File: config.mk
export PLATFORM = sky130hd
export DESIGN_NAME = ttf_ctrl
export DESIGN_NICKNAME = d
export VERILOG_FILES = /design/src/hw/rtl/ttf_pkg.sv /design/src/hw/rtl/ttf_ctrl.sv
export SDC_FILE = /design/constraint.sdc
export NUM_CORES = 1
export LEC_CHECK = 0
export ABC_AREA = 1
export BUFFER_PORTS_ARGS = -buffer_cell sky130_fd_sc_hd__buf_4
export CELL_PAD_IN_SITES_DETAIL_PLACEMENT = 0
export CELL_PAD_IN_SITES_GLOBAL_PLACEMENT = 1
export CORE_ASPECT_RATIO = 0.6
export CORE_MARGIN = 3
export CORE_UTILIZATION = 40
export CTS_BUF_LIST = sky130_fd_sc_hd__clkbuf_4
export CTS_CLUSTER_DIAMETER = 60
export DETAILED_ROUTE_END_ITERATION = 7
export PLACE_DENSITY = 0.9
export SYNTH_ARGS = -nofsm -noshare
export SYNTH_HDL_FRONTEND = slang
export SYNTH_SLANG_ARGS = --single-unit
File: constraint.sdc
create_clock -name clk -period 2.3 [get_ports clk]
set_input_delay 0.345 -clock clk [delete_from_list [all_inputs] [get_ports clk]]
set_output_delay 0.345 -clock clk [all_outputs]
set_load 0.02 [all_outputs]
File: src/hw/rtl/ttf_pkg.sv
// shared types and constants for the triangle tangent frame block
package ttf_pkg;

  // datapath operations, one per cycle
  typedef enum logic [4:0] {
    OP_NOP,
    OP_LOAD,
    OP_DELTA,
    OP_FIT_D,
    OP_MUL,
    OP_ACC_SET,
    OP_ACC_ADD,
    OP_ACC_SUB,
    OP_ACC_WSET,
    OP_DET,
    OP_STORE_T,
    OP_STORE_B,
    OP_FIT_TB,
    OP_STORE_D,
    OP_STORE_W,
    OP_NORM,
    OP_SQRT_INIT,
    OP_SQRT_STEP,
    OP_DIV_INIT,
    OP_DIV_STEP,
    OP_DIV_STORE,
    OP_EMIT
  } ttf_op_t;

  // multiplier operand pairs
  typedef enum logic [3:0] {
    M_DT03,
    M_DT12,
    M_TA,
    M_TB,
    M_BA,
    M_BB,
    M_ND,
    M_NDH,
    M_NDL,
    M_SQ
  } ttf_msel_t;

  typedef struct packed {
    ttf_op_t   op;
    ttf_msel_t msel;
    logic [1:0] idx;
    logic [1:0] corner;
    logic       vsel;
    logic       deg;
  } ttf_cmd_t;

  typedef struct packed {
    logic fit_d_done;
    logic fit_tb_done;
    logic det_zero;
    logic w_zero;
    logic w_done;
  } ttf_status_t;

  localparam int SQRT_STEPS = 32;
  localparam int DIV_STEPS  = 15;
  localparam logic [1:0] LAST_CORNER = 2'd2;
  localparam logic [1:0] LAST_COMP   = 2'd2;
  localparam logic [1:0] LAST_HELD   = 2'd2;

endpackage

File: src/hw/rtl/ttf_ctrl.sv
// sequencer for the tangent frame datapath
module ttf_ctrl import ttf_pkg::*; (
  input  logic        clk,
  input  logic        rst_n,
  input  logic        in_valid,
  output logic        in_ready,
  output logic        out_valid,
  input  logic        out_ready,
  input  ttf_status_t st,
  output ttf_cmd_t    cmd
);

  typedef enum logic [3:0] {
    S_IDLE, S_DELTA, S_FIT_D, S_DET, S_TB, S_FIT_TB, S_GS_D, S_GS_W,
    S_NORM, S_SQ, S_SQRT_I, S_SQRT, S_DIV_I, S_DIV, S_DIV_S, S_EMIT
  } state_t;

  state_t     state_r;
  logic [4:0] k_r;
  logic [1:0] j_r;
  logic [1:0] corner_r;
  logic       vsel_r;
  logic       deg_r;
  logic [1:0] vcount_r;
  logic       out_valid_r;
  logic       accept;
  logic       emit_go;

  assign in_ready  = (state_r == S_IDLE);
  assign out_valid = out_valid_r;
  assign accept    = in_valid && in_ready;
  assign emit_go   = (state_r == S_EMIT) && (!out_valid_r || out_ready);

  always_comb begin
    cmd        = '0;
    cmd.op     = OP_NOP;
    cmd.msel   = M_DT03;
    cmd.idx    = j_r;
    cmd.corner = corner_r;
    cmd.vsel   = vsel_r;
    cmd.deg    = deg_r;
    case (state_r)
      S_IDLE: begin
        if (accept) begin
          cmd.op  = OP_LOAD;
          cmd.idx = vcount_r;
        end
      end
      S_DELTA: cmd.op = OP_DELTA;
      S_FIT_D: begin
        if (!st.fit_d_done) cmd.op = OP_FIT_D;
      end
      S_DET: begin
        case (k_r)
          5'd0: begin cmd.op = OP_MUL; cmd.msel = M_DT03; end
          5'd1: cmd.op = OP_ACC_SET;
          5'd2: begin cmd.op = OP_MUL; cmd.msel = M_DT12; end
          5'd3: cmd.op = OP_ACC_SUB;
          5'd4: cmd.op = OP_DET;
          default: cmd.op = OP_NOP;
        endcase
      end
      S_TB: begin
        case (k_r)
          5'd0: begin cmd.op = OP_MUL; cmd.msel = M_TA; end
          5'd1: cmd.op = OP_ACC_SET;
          5'd2: begin cmd.op = OP_MUL; cmd.msel = M_TB; end
          5'd3: cmd.op = OP_ACC_SUB;
          5'd4: cmd.op = OP_STORE_T;
          5'd5: begin cmd.op = OP_MUL; cmd.msel = M_BA; end
          5'd6: cmd.op = OP_ACC_SET;
          5'd7: begin cmd.op = OP_MUL; cmd.msel = M_BB; end
          5'd8: cmd.op = OP_ACC_SUB;
          default: cmd.op = OP_STORE_B;
        endcase
      end
      S_FIT_TB: begin
        if (!st.fit_tb_done) cmd.op = OP_FIT_TB;
      end
      S_GS_D: begin
        if (k_r == 5'd6) begin
          cmd.op = OP_STORE_D;
        end else if (!k_r[0]) begin
          cmd.op   = OP_MUL;
          cmd.msel = M_ND;
          cmd.idx  = k_r[2:1];
        end else begin
          cmd.op = (k_r == 5'd1) ? OP_ACC_SET : OP_ACC_ADD;
        end
      end
      S_GS_W: begin
        case (k_r)
          5'd0: begin cmd.op = OP_MUL; cmd.msel = M_NDH; end
          5'd1: cmd.op = OP_ACC_WSET;
          5'd2: begin cmd.op = OP_MUL; cmd.msel = M_NDL; end
          5'd3: cmd.op = OP_ACC_SUB;
          default: cmd.op = OP_STORE_W;
        endcase
      end
      S_NORM: begin
        if (!st.w_zero && !st.w_done) cmd.op = OP_NORM;
      end
      S_SQ: begin
        if (!k_r[0]) begin
          cmd.op   = OP_MUL;
          cmd.msel = M_SQ;
          cmd.idx  = k_r[2:1];
        end else begin
          cmd.op = (k_r == 5'd1) ? OP_ACC_SET : OP_ACC_ADD;
        end
      end
      S_SQRT_I: cmd.op = OP_SQRT_INIT;
      S_SQRT:   cmd.op = OP_SQRT_STEP;
      S_DIV_I:  cmd.op = OP_DIV_INIT;
      S_DIV:    cmd.op = OP_DIV_STEP;
      S_DIV_S:  cmd.op = OP_DIV_STORE;
      S_EMIT: begin
        if (emit_go) cmd.op = OP_EMIT;
      end
      default: cmd.op = OP_NOP;
    endcase
  end

  always_ff @(posedge clk) begin
    if (!rst_n) begin
      state_r     <= S_IDLE;
      k_r         <= '0;
      j_r         <= '0;
      corner_r    <= '0;
      vsel_r      <= 1'b0;
      deg_r       <= 1'b0;
      vcount_r    <= '0;
      out_valid_r <= 1'b0;
    end else begin
      if (emit_go) out_valid_r <= 1'b1;
      else if (out_ready) out_valid_r <= 1'b0;
      case (state_r)
        S_IDLE: begin
          if (accept) begin
            if (vcount_r == LAST_HELD) begin
              vcount_r <= '0;
              state_r  <= S_DELTA;
            end else begin
              vcount_r <= vcount_r + 2'd1;
            end
          end
        end
        S_DELTA: state_r <= S_FIT_D;
        S_FIT_D: begin
          if (st.fit_d_done) begin
            k_r     <= '0;
            state_r <= S_DET;
          end
        end
        S_DET: begin
          if (k_r == 5'd5) begin
            k_r      <= '0;
            j_r      <= '0;
            corner_r <= '0;
            vsel_r   <= 1'b0;
            if (st.det_zero) begin
              deg_r   <= 1'b1;
              state_r <= S_EMIT;
            end else begin
              deg_r   <= 1'b0;
              state_r <= S_TB;
            end
          end else begin
            k_r <= k_r + 5'd1;
          end
        end
        S_TB: begin
          if (k_r == 5'd9) begin
            k_r <= '0;
            if (j_r == LAST_COMP) begin
              j_r     <= '0;
              state_r <= S_FIT_TB;
            end else begin
              j_r <= j_r + 2'd1;
            end
          end else begin
            k_r <= k_r + 5'd1;
          end
        end
        S_FIT_TB: begin
          if (st.fit_tb_done) begin
            k_r     <= '0;
            state_r <= S_GS_D;
          end
        end
        S_GS_D: begin
          if (k_r == 5'd6) begin
            k_r     <= '0;
            j_r     <= '0;
            state_r <= S_GS_W;
          end else begin
            k_r <= k_r + 5'd1;
          end
        end
        S_GS_W: begin
          if (k_r == 5'd4) begin
            k_r <= '0;
            if (j_r == LAST_COMP) begin
              j_r     <= '0;
              state_r <= S_NORM;
            end else begin
              j_r <= j_r + 2'd1;
            end
          end else begin
            k_r <= k_r + 5'd1;
          end
        end
        S_NORM: begin
          if (st.w_zero) begin
            deg_r   <= 1'b1;
            state_r <= S_EMIT;
          end else if (st.w_done) begin
            k_r     <= '0;
            state_r <= S_SQ;
          end
        end
        S_SQ: begin
          if (k_r == 5'd5) begin
            k_r     <= '0;
            state_r <= S_SQRT_I;
          end else begin
            k_r <= k_r + 5'd1;
          end
        end
        S_SQRT_I: begin
          k_r     <= '0;
          state_r <= S_SQRT;
        end
        S_SQRT: begin
          if (k_r == 5'(SQRT_STEPS - 1)) begin
            k_r     <= '0;
            j_r     <= '0;
            state_r <= S_DIV_I;
          end else begin
            k_r <= k_r + 5'd1;
          end
        end
        S_DIV_I: begin
          k_r     <= '0;
          state_r <= S_DIV;
        end
        S_DIV: begin
          if (k_r == 5'(DIV_STEPS - 1)) begin
            state_r <= S_DIV_S;
          end else begin
            k_r <= k_r + 5'd1;
          end
        end
        S_DIV_S: begin
          if (j_r == LAST_COMP) begin
            j_r <= '0;
            k_r <= '0;
            if (!vsel_r) begin
              vsel_r  <= 1'b1;
              state_r <= S_GS_D;
            end else begin
              state_r <= S_EMIT;
            end
          end else begin
            j_r     <= j_r + 2'd1;
            state_r <= S_DIV_I;
          end
        end
        S_EMIT: begin
          if (emit_go) begin
            k_r    <= '0;
            j_r    <= '0;
            vsel_r <= 1'b0;
            if (corner_r == LAST_CORNER) begin
              corner_r <= '0;
              deg_r    <= 1'b0;
              state_r  <= S_IDLE;
            end else begin
              corner_r <= corner_r + 2'd1;
              if (!st.det_zero) begin
                deg_r   <= 1'b0;
                state_r <= S_GS_D;
              end
            end
          end
        end
        default: state_r <= S_IDLE;
      endcase
    end
  end

endmodule

# Word-level counts from Yosys, hierarchy flattened
# Cells that the tools add are included.
[word_totals]
regBits = 18
input_bits = 9
out_inout_bits = 17
word_cells = 171
[op_classes]
add_sub_neg = 4
n_eq_ne = 50
muxes = 81
reduce_logical = 28
[ops]
columns = ["op", "count"]
rows = [
  ["$mux W4", 24],
  ["$pmux W5 S16", 1],
  ["$mux W5", 15],
  ["$pmux W4 S16", 1],
  ["$pmux W5 S12", 1],
  ["$ne A2 B2 Y1 const B", 17],
  ["$eq A4 B4 Y1 const B", 8],
  ["$pmux W4 S4", 2],
  ["$mux W2", 14],
  ["$eq A5 B3 Y1 const B", 4],
  ["$pmux W4 S5", 1],
  ["$eq A4 B3 Y1 const B", 4],
  ["$reduce_and A16 Y1", 1],
  ["$eq A5 B4 Y1 const B", 3],
  ["$pmux W2 S7", 1],
  ["$mux W1", 13],
  ["$pmux W3 S4", 1],
  ["$pmux W4 S3", 1],
  ["$reduce_bool A12 Y1", 1],
  ["$eq A5 B2 Y1 const B", 2],
  ["$reduce_or A2 Y1", 5],
  ["$eq A4 B2 Y1 const B", 2],
  ["$pmux W4 S2", 1],
  ["$reduce_and A8 Y1", 1],
  ["other kinds (27)", 39],
]

# Logic depth before layout (Yosys ltp)
# Gate-level depths: netlist (run 1).
[logic_depth]
ltp_word = 5
depth_mapped = 13
mapped_depth_nobuf = 13

# Worst setup path after synthesis (run 1)
# No wires, ideal clock.
[synth_path]
path_kind = "register to output"
start = "register state_r[1]"
end = "output port cmd[4] (netlist bit)"
arrival_ps = 1675
t_required_ps = 1955
setup_slack_ps = 280
stages_incl_launch_ff = 9
n_path_buf = 1
cell_sequence = "dfxtp_1 > buf_4 > nor2_2 > inv_1 > nor2_2 > inv_1 > o21ai_0 > nor3_1 > o21ai_1"
[synth_rtl]
columns = ["element", "line", "rtl"]
rows = [
  ["start: declaration", "ttf_ctrl.sv:18", "state_t state_r;"],
  ["start signal: assignment", "ttf_ctrl.sv:126", "state_r <= S_IDLE;"],
  ["start signal: assignment", "ttf_ctrl.sv:142", "state_r <= S_DELTA;"],
  ["start signal: assignment", "ttf_ctrl.sv:148", "S_DELTA: state_r <= S_FIT_D;"],
  ["end: declaration", "ttf_ctrl.sv:10", "output ttf_cmd_t cmd"],
]

==> results of run 1 <==
stage by stage:
step,hold WS [ns],instance area (µm²),setup TNS (ns),utilization (%)
floorplan,0.4235,2128,0,-
global placement,0.4332,2460,0,50.72
detailed placement,0.4523,2460,0,50.72
CTS,0.3308,2618,0,53.97
global route,0.3312,2781,-0.2782,57.35
finish,0.3353,2781,0,57.35
worst register-to-register path, stage by stage (launching register included):
cell	delay, ns
dfxtp_2	0.36
buf_6	0.13
ha_2	0.26
inv_1	0.06
nor2_1	0.11
ha_1	0.16
inv_1	0.07
nand2_4	0.08
nand2_1	0.05
nor3_1	0.24
nand2_2	0.09
nand2_4	0.11
nor2_2	0.05
layer usage:
metal	GRT usage (%)	vias to the layer above	routed length [µm]	part of all wire (%)
met1	38.49	1169	3678	49
met4	1.513	0	59	0.79
met5	0	-	0	0
li1	-	1280	-	-
met3	6.466	7	931	12
met2	27.72	138	2798	37
what timing repair did:
item | CTS | global route
hold buffers | 0 | 0
resized for setup | 36 | 34
setup endpoints to repair | 6 | 6
setup buffers | 3 | 7
pin swaps | 10 | 11
cells in the mapped netlist:
cell type	number	area, µm²
o2111a_1	1	11.26
o21ai_1	2	10.01
nand2_8	1	20.02
inv_2	6	22.52
o211a_1	1	10.01
inv_1	44	165.2
buf_4	3	22.52
xor2_1	1	8.760
nand2_1	110	412.9
buf_2	1	5.000
a21oi_2	1	8.760
dfxtp_1	18	360.4
a21oi_1	10	50.05
clkbuf_2	1	5.000
nor2_1	44	165.2
nor2_4	9	101.4
o211ai_1	2	15.01
nand3_2	2	20.02
a31oi_1	1	6.260
o2111ai_1	2	17.52
nand3_1	36	180.2
nor3_1	10	50.05
a221oi_1	1	8.760
nor2_2	15	93.84
nand4_1	10	62.56
and3_1	1	6.260
inv_4	1	6.260
nand2_2	11	68.82
nand2_4	7	78.83
ha_1	5	62.56
nand3_4	1	17.52
o21ai_0	11	55.05
power by group:
group          internal (mW)  switching, mW
Clock                 0.0635          0.122
Sequential             0.403          0.129
Combinational          0.917           1.45
Total                   1.38           1.70
path summary, 6_finish.rpt:
check | from | end | slack (ns) | cells past startpoint
setup / recovery | k_r[1]$_SDFFE_PN0P_ | cmd[11] | 0.03 | 13
hold / removal | out_ready | out_valid$_SDFFE_PN0P_ | 0.34 | 4
hold reg to reg | deg_r$_SDFFE_PN0P_ | deg_r$_SDFFE_PN0P_ | 0.47 | 2
setup reg to reg | k_r[0]$_SDFFE_PN0P_ | k_r[0]$_SDFFE_PN0P_ | 0.45 | 12
flip-flops by register name, summed over array words and instances (netlist names):
register and count:
out_valid 1, deg_r 1, state_r 4, vsel_r 1, k_r 5, corner_r 2
vcount_r 2, j_r 2
logic make-up (layout without fill, tap and decap cells):
kind of cell / after synthesis / count (layout) / share of synthesized area (%)
AND/OR/NAND/NOR: 257 / 257 / 60.02
adder cells (fa/ha/maj): 5 / 5 / 2.939
XOR/XNOR: 1 / 1 / 0.4116
flip-flops: 18 / 18 / 16.93
AO/OA/AOI/OAI: 32 / 32 / 9.054
buffers and inverters: 56 / 103 / 10.64
final cells by class:
class / count / area [µm²] / area share, %
Clock buffer: 3 / 22.52 / 0.8097
Clock inverter: 1 / 3.754 / 0.1350
Inverter: 51 / 193.9 / 6.973
Multi-Input combinational cell: 295 / 1729 / 62.17
Sequential cell: 18 / 374.1 / 13.45
Tap cell: 63 / 78.83 / 2.834
Timing Repair Buffer: 48 / 379.1 / 13.63
==> summary.md, run 1 <==
| Metric | Value |
|---|---|
| Status | finished clean |
| Crit-path leading delay family | simple AND/OR/NAND/NOR gates |
| Tot GR Track Use | around 23% |
| Worst-path clk slew | roughly 0.13 ns |
| Core Box Area | roughly 4800 µm² |
| Die width | 100.2 µm |
| Antenna diodes | 0 |
| Die height | between 60 and 70 µm |
| Total number of vias | approximately 2,600 |
| Syn_nets | ~380 |
| WL per Instance | 15.59 µm |
| Detailed Place HPWL | roughly 5800 µm |
| Crit path DAT | approximately 1.9 ns |
| Max_slew headroom | roughly three quarters |
| Worst Path Required | ~2.0 ns |
| CP cell instances | ha_4 -> inv_2 -> nor2_4 -> nand2_2 -> nand2_2 -> inv_2 -> nor2_4 -> nor2_4 -> nand2_1 -> o21ai_1 -> nor2_1 -> nand2_2 -> buf_6 |
| Initial Util | between 40% and 50% |
| Filler cell count | between 400 and 500 |
| Final Worst Setup Slack | around 0.027 ns |
| Mapped Area | approximately 2100 µm² |
| Final setup vio count | 0 |
| Static Leak | 1.392 nW |
| CP max stage cell | dfxtp_2 |
| Post-placement cell count | roughly 470 |
| CTS buffer count | 3 |
| Fin Clk Skew | 0.01339 ns |
| Vias per cell | 5.415 |
| Skew-Pair Late Insertion Delay | between 0.3 and 0.4 ns |
| Initial antenna violation count | 0 |
| CTS root buf | clkbuf_4 |
| Crit. End Element | primary output |
| Crit-path max cell delay | ~0.4 ns |
| Part of the cycle the worst path needs | slightly below 100% |
| Grt total ovfl | 0 |
| Largest net degree at the start of global routing | 13 |
| Routability cong. | around 1 |
| Clock tree buffer depth | 2 |
| Pre-CTS WS | approximately 0.18 ns |
| Clock sink count | 18 |
| Initial DRC Count | ~340 |
| Synthesized flop and latch total | 18 |
| Worst Path Buf+Inv | 3 |
| Total power | 3.087 mW |
| CTS tree | done |
| Minimum clock period | 2.273 ns |
| Nets | about 430 |
| Worst Hold Class | in -> reg |
| Maxcap violations | 0 |
| Crit start category | flop |
| Layout overhead on the synthesized area | 30.69% |
| Drt pass-1 iters | 5 |
| IO buf count | 25 |
| Worst-Margin Slew | 0.3756 ns |
| I/O Pins | 26 |
| Warnings from Yosys | 0 |
| Layout cells sized above 1 | 36.06% |
| Sequential area share after synthesis | 16.93% |
| Vias in the first global route | approximately 2,100 |
| Count of final max-slew check failures | 0 |
| Unrepaired setup endpoints after global routing | yes |
| Fmax | 440.0 MHz |
| Syn avg cell area | around 5.8 µm² |
| Detailed Route WL | ~7500 µm |
| Total die area | roughly 6300 µm² |
| Non-filler cells, final | roughly 480 |
| Power per cell area | between 1000 and 1500 nW/µm² |
| Antenna-violating nets left | 0 |
| # DRC | 0 |
| H-tree depth | 1 |
| Most frequent cells in the layout | 99 x nand2_1, 43 x buf_4, 37 x inv_1 |
| Setup CP Type | reg -> out |
| Commonest non-fill, non-tap cell in the layout | nand2_1 |
| Placement row count | 19 |
| Synth Instances | ~370 |
| First-pass GRT wire length | approximately 11,000 µm |
| Distinct cells, synth | 32 |
| Hold Fails Final Rpt | 0 |
| Peak VDD IR | between 0.6 and 0.7 mV |
| Max FO, Critical Path | 4 |
No activity file was read; power rests on OpenSTA's default activity.
==> run 2: changes to the inputs <==
--- a/config.mk
+++ b/config.mk
@@ -10,7 +10,7 @@
 export CELL_PAD_IN_SITES_DETAIL_PLACEMENT = 0
 export CELL_PAD_IN_SITES_GLOBAL_PLACEMENT = 1
 export CORE_ASPECT_RATIO = 0.6
-export CORE_MARGIN = 3
+export CORE_MARGIN = 2
 export CORE_UTILIZATION = 40
 export CTS_BUF_LIST = sky130_fd_sc_hd__clkbuf_4
 export CTS_CLUSTER_DIAMETER = 60
==> summary.md, run 2 (same netlist as run 1, synthesis figures left out) <==
| Metric | Value |
|---|---|
| Die height | 60.50 µm (was 62.50 µm) |
| Worst Path Buf+Inv | 3 (unchanged) |
| Reg2Reg Depth | 11 (was 12) |
| Setup CP Type | reg -> out (unchanged) |
| Worst Hold Class | in -> reg (unchanged) |
| Antenna-violating nets left | 0 (unchanged) |
| Non-filler cells, final | 480 (was 479) |
| Fin Clk Skew | 0.004341 ns (was 0.01339 ns) |
| Power per cell area | 1091 nW/µm² (was 1110 nW/µm²) |
| Hold Fails Final Rpt | 0 (unchanged) |
| Int Pwr | 1.359 mW (was 1.384 mW) |
| Crit start category | flop (unchanged) |
| Clock sink count | 18 (unchanged) |
| Crit. End Element | primary output (unchanged) |
| Detailed Route WL | 7216 µm (was 7467 µm) |
| Final setup vio count | 0 (unchanged) |
| Worst-path clk slew | 0.13 ns (about the same) |
| Detailed Place HPWL | 5522 µm (was 5820 µm) |
| Peak VDD IR | 0.4351 mV (was 0.6100 mV) |
| Vias per cell | 5.310 (was 5.415) |
| WL per Instance | 15.03 µm (was 15.59 µm) |
| Sequential cell area | 377.9 µm² (was 374.1 µm²) |
| Worst Path Required | 1.96 ns (about the same) |
| Static Leak | 1.406 nW (was 1.392 nW) |
| Crit path DAT | 1.93 ns (about the same) |
| Status | finished clean (unchanged) |
| Placement row count | 20 (was 19) |
| Part of the cycle the worst path needs | 98.72% (was 98.82%) |
| Grt total ovfl | 0 (unchanged) |
| Total number of vias | 2,549 (was 2,594) |
| # DRC | 0 (unchanged) |
| I/O Pins | 26 (unchanged) |
| Hold Path Depth | 3 (was 4) |
| CTS buffer count | 3 (unchanged) |
| Worst hold slack | 0.3295 ns (was 0.3353 ns) |
| RR Startpoint | k_r[0]$_SDFFE_PN0P_ (unchanged) |
| Placed Area | 2449 µm² (was 2460 µm²) |
| NetSw | 1.706 mW (was 1.703 mW) |
| Vias in the first global route | 2,209 (was 2,100) |
| Filler cell count | 515 (was 494) |
| Final Worst Setup Slack | 0.02937 ns (was 0.02717 ns) |
| Hold_sp | rst_n (was out_ready) |
| Clock tree buffer depth | 2 (unchanged) |
| Crit-path max cell delay | 0.41 ns (about the same) |
| Skew-Pair Late Insertion Delay | 0.32 ns (about the same) |
| Largest regs | k_r: 5 flops, state_r: 4 flops (unchanged) |
| Final core utilization | 55.05% (was 57.35%) |
| Drt pass-1 iters | 5 (unchanged) |
| Seq pwr share | 17.2% (about the same) |
| Nets | 429 (was 431) |
| Crit-path leading delay family | simple AND/OR/NAND/NOR gates (unchanged) |
| Clk pwr share | 6.3% (was 6.0%) |
| Most frequent cells in the layout | 98 x nand2_1, 41 x buf_4, 37 x inv_1 (was 99 x nand2_1, 43 x buf_4, 37 x inv_1) |
| Multi-input gate area | 1763 µm² (was 1729 µm²) |
| Die width | 98.17 µm (was 100.2 µm) |
| Routability cong. | 1.030 (was 0.9993) |
| Setup TNS | 0 ns (unchanged) |
| Unrepaired setup endpoints after global routing | yes (unchanged) |
| CP cell instances | ha_4 -> inv_2 -> nor2_4 -> nand2_2 -> nand2_2 -> inv_2 -> nor2_4 -> nor2_4 -> nand2_1 -> o21ai_2 -> nor2_2 -> nand2_2 -> buf_6 (was ha_4 -> inv_2 -> nor2_4 -> nand2_2 -> nand2_2 -> inv_2 -> nor2_4 -> nor2_4 -> nand2_1 -> o21ai_1 -> nor2_1 -> nand2_2 -> buf_6) |
| IO buf count | 25 (unchanged) |
| Cell area after layout | 2810 µm² (was 2781 µm²) |
| Sw Share | 55.66% (was 55.17%) |
| Top reg by flops | k_r (unchanged) |
| Total power | 3.065 mW (was 3.087 mW) |
| Commonest non-fill, non-tap cell in the layout | nand2_1 (unchanged) |
| Part of the power in combinational logic | 76.5% (was 76.8%) |
| Pre-CTS WS | 0.1772 ns (was 0.1784 ns) |
| Tot GR Track Use | 24.14% (was 22.71%) |
| Minimum clock period | 2.271 ns (was 2.273 ns) |
| Maxcap violations | 0 (unchanged) |
| Core Box Area | 5105 µm² (was 4850 µm²) |
| Post-placement cell count | 466 (was 465) |
| Antenna diodes | 0 (unchanged) |
| Layout cells sized above 1 | 36.96% (was 36.06%) |
| Initial antenna violation count | 0 (unchanged) |
| Largest net degree at the start of global routing | 13 (unchanged) |
| Worst-Margin Slew | 0.3854 ns (was 0.3756 ns) |
| Fmax | 440.4 MHz (was 440.0 MHz) |
| Layout overhead on the synthesized area | 32.04% (was 30.69%) |
| CTS root buf | clkbuf_4 (unchanged) |
| Max_slew headroom | 74.28% (was 74.93%) |
| H-tree depth | 1 (unchanged) |
| Initial Util | 41.69% (was 43.89%) |
| Total die area | 5939 µm² (was 6261 µm²) |
| Initial DRC Count | 360 (was 343) |
| Max reg flops | 5 (unchanged) |
| R2r setup slk | 0.39 ns (was 0.45 ns) |
| Critical path depth in cells | 13 (unchanged) |
| Count of final max-slew check failures | 0 (unchanged) |
| Max FO, Critical Path | 4 (unchanged) |
| CP max stage cell | dfxtp_4 (was dfxtp_2) |
| First-pass GRT wire length | 11,210 µm (was 11,270 µm) |
| Critical path launch point | k_r[1]$_SDFFE_PN0P_ (unchanged) |
| CTS tree | done (unchanged) |
run 2: worst register-to-register path, delay by kind of cell (launching register included):
| family | cells | cell delay (ns) |
|---|---|---|
| and+or+nand+nor | 8 | 1.11 |
| DFF | 1 | 0.35 |
| buffers and inverters | 2 | 0.19 |
| adders and majority gates | 1 | 0.16 |
run 2: timing repair:
action	in CTS	in global routing
endpoints found under the setup margin	6	6
hold buffers	0	0
resized for setup	29	51
pin swaps	4	20
buffers inserted	2	8
run 2: power groups by stage:
stage,clock network (mW),logic [mW],registers (mW)
after global placement,0,1.92,0.498
after floorplan,0,1.39,0.479
after detailed placement,0,1.91,0.500
after global routing,0.211,2.55,0.536
final,0.192,2.35,0.527
after CTS,0.196,2.01,0.506
run 2: layout make-up:
class / count / area share (%)
well taps: 66 / 2.939
inverters: 51 / 6.990
clock buffers: 3 / 0.8014
repair buffers: 46 / 12.96
flip-flops and latches: 18 / 13.45
multi-input cells: 295 / 62.73
clock inverters: 1 / 0.1336
run 2: path summary, 6_finish.rpt:
path                                  end
hold reg to reg        deg_r$_SDFFE_PN0P_
setup / recovery                  cmd[11]
setup reg to reg      k_r[4]$_SDFFE_PN0P_
hold / removal    state_r[2]$_SDFFE_PN0P_
run 2: layer usage:
| metal | global-route usage (%) | vias up | share of wire, % |
|---|---|---|---|
| met5 | 0 | - | 0 |
| met3 | 8.410 | 8 | 13 |
| li1 | - | 1270 | - |
| met2 | 32.68 | 138 | 39 |
| met4 | 2.348 | 0 | 0.65 |
| met1 | 37.41 | 1133 | 48 |
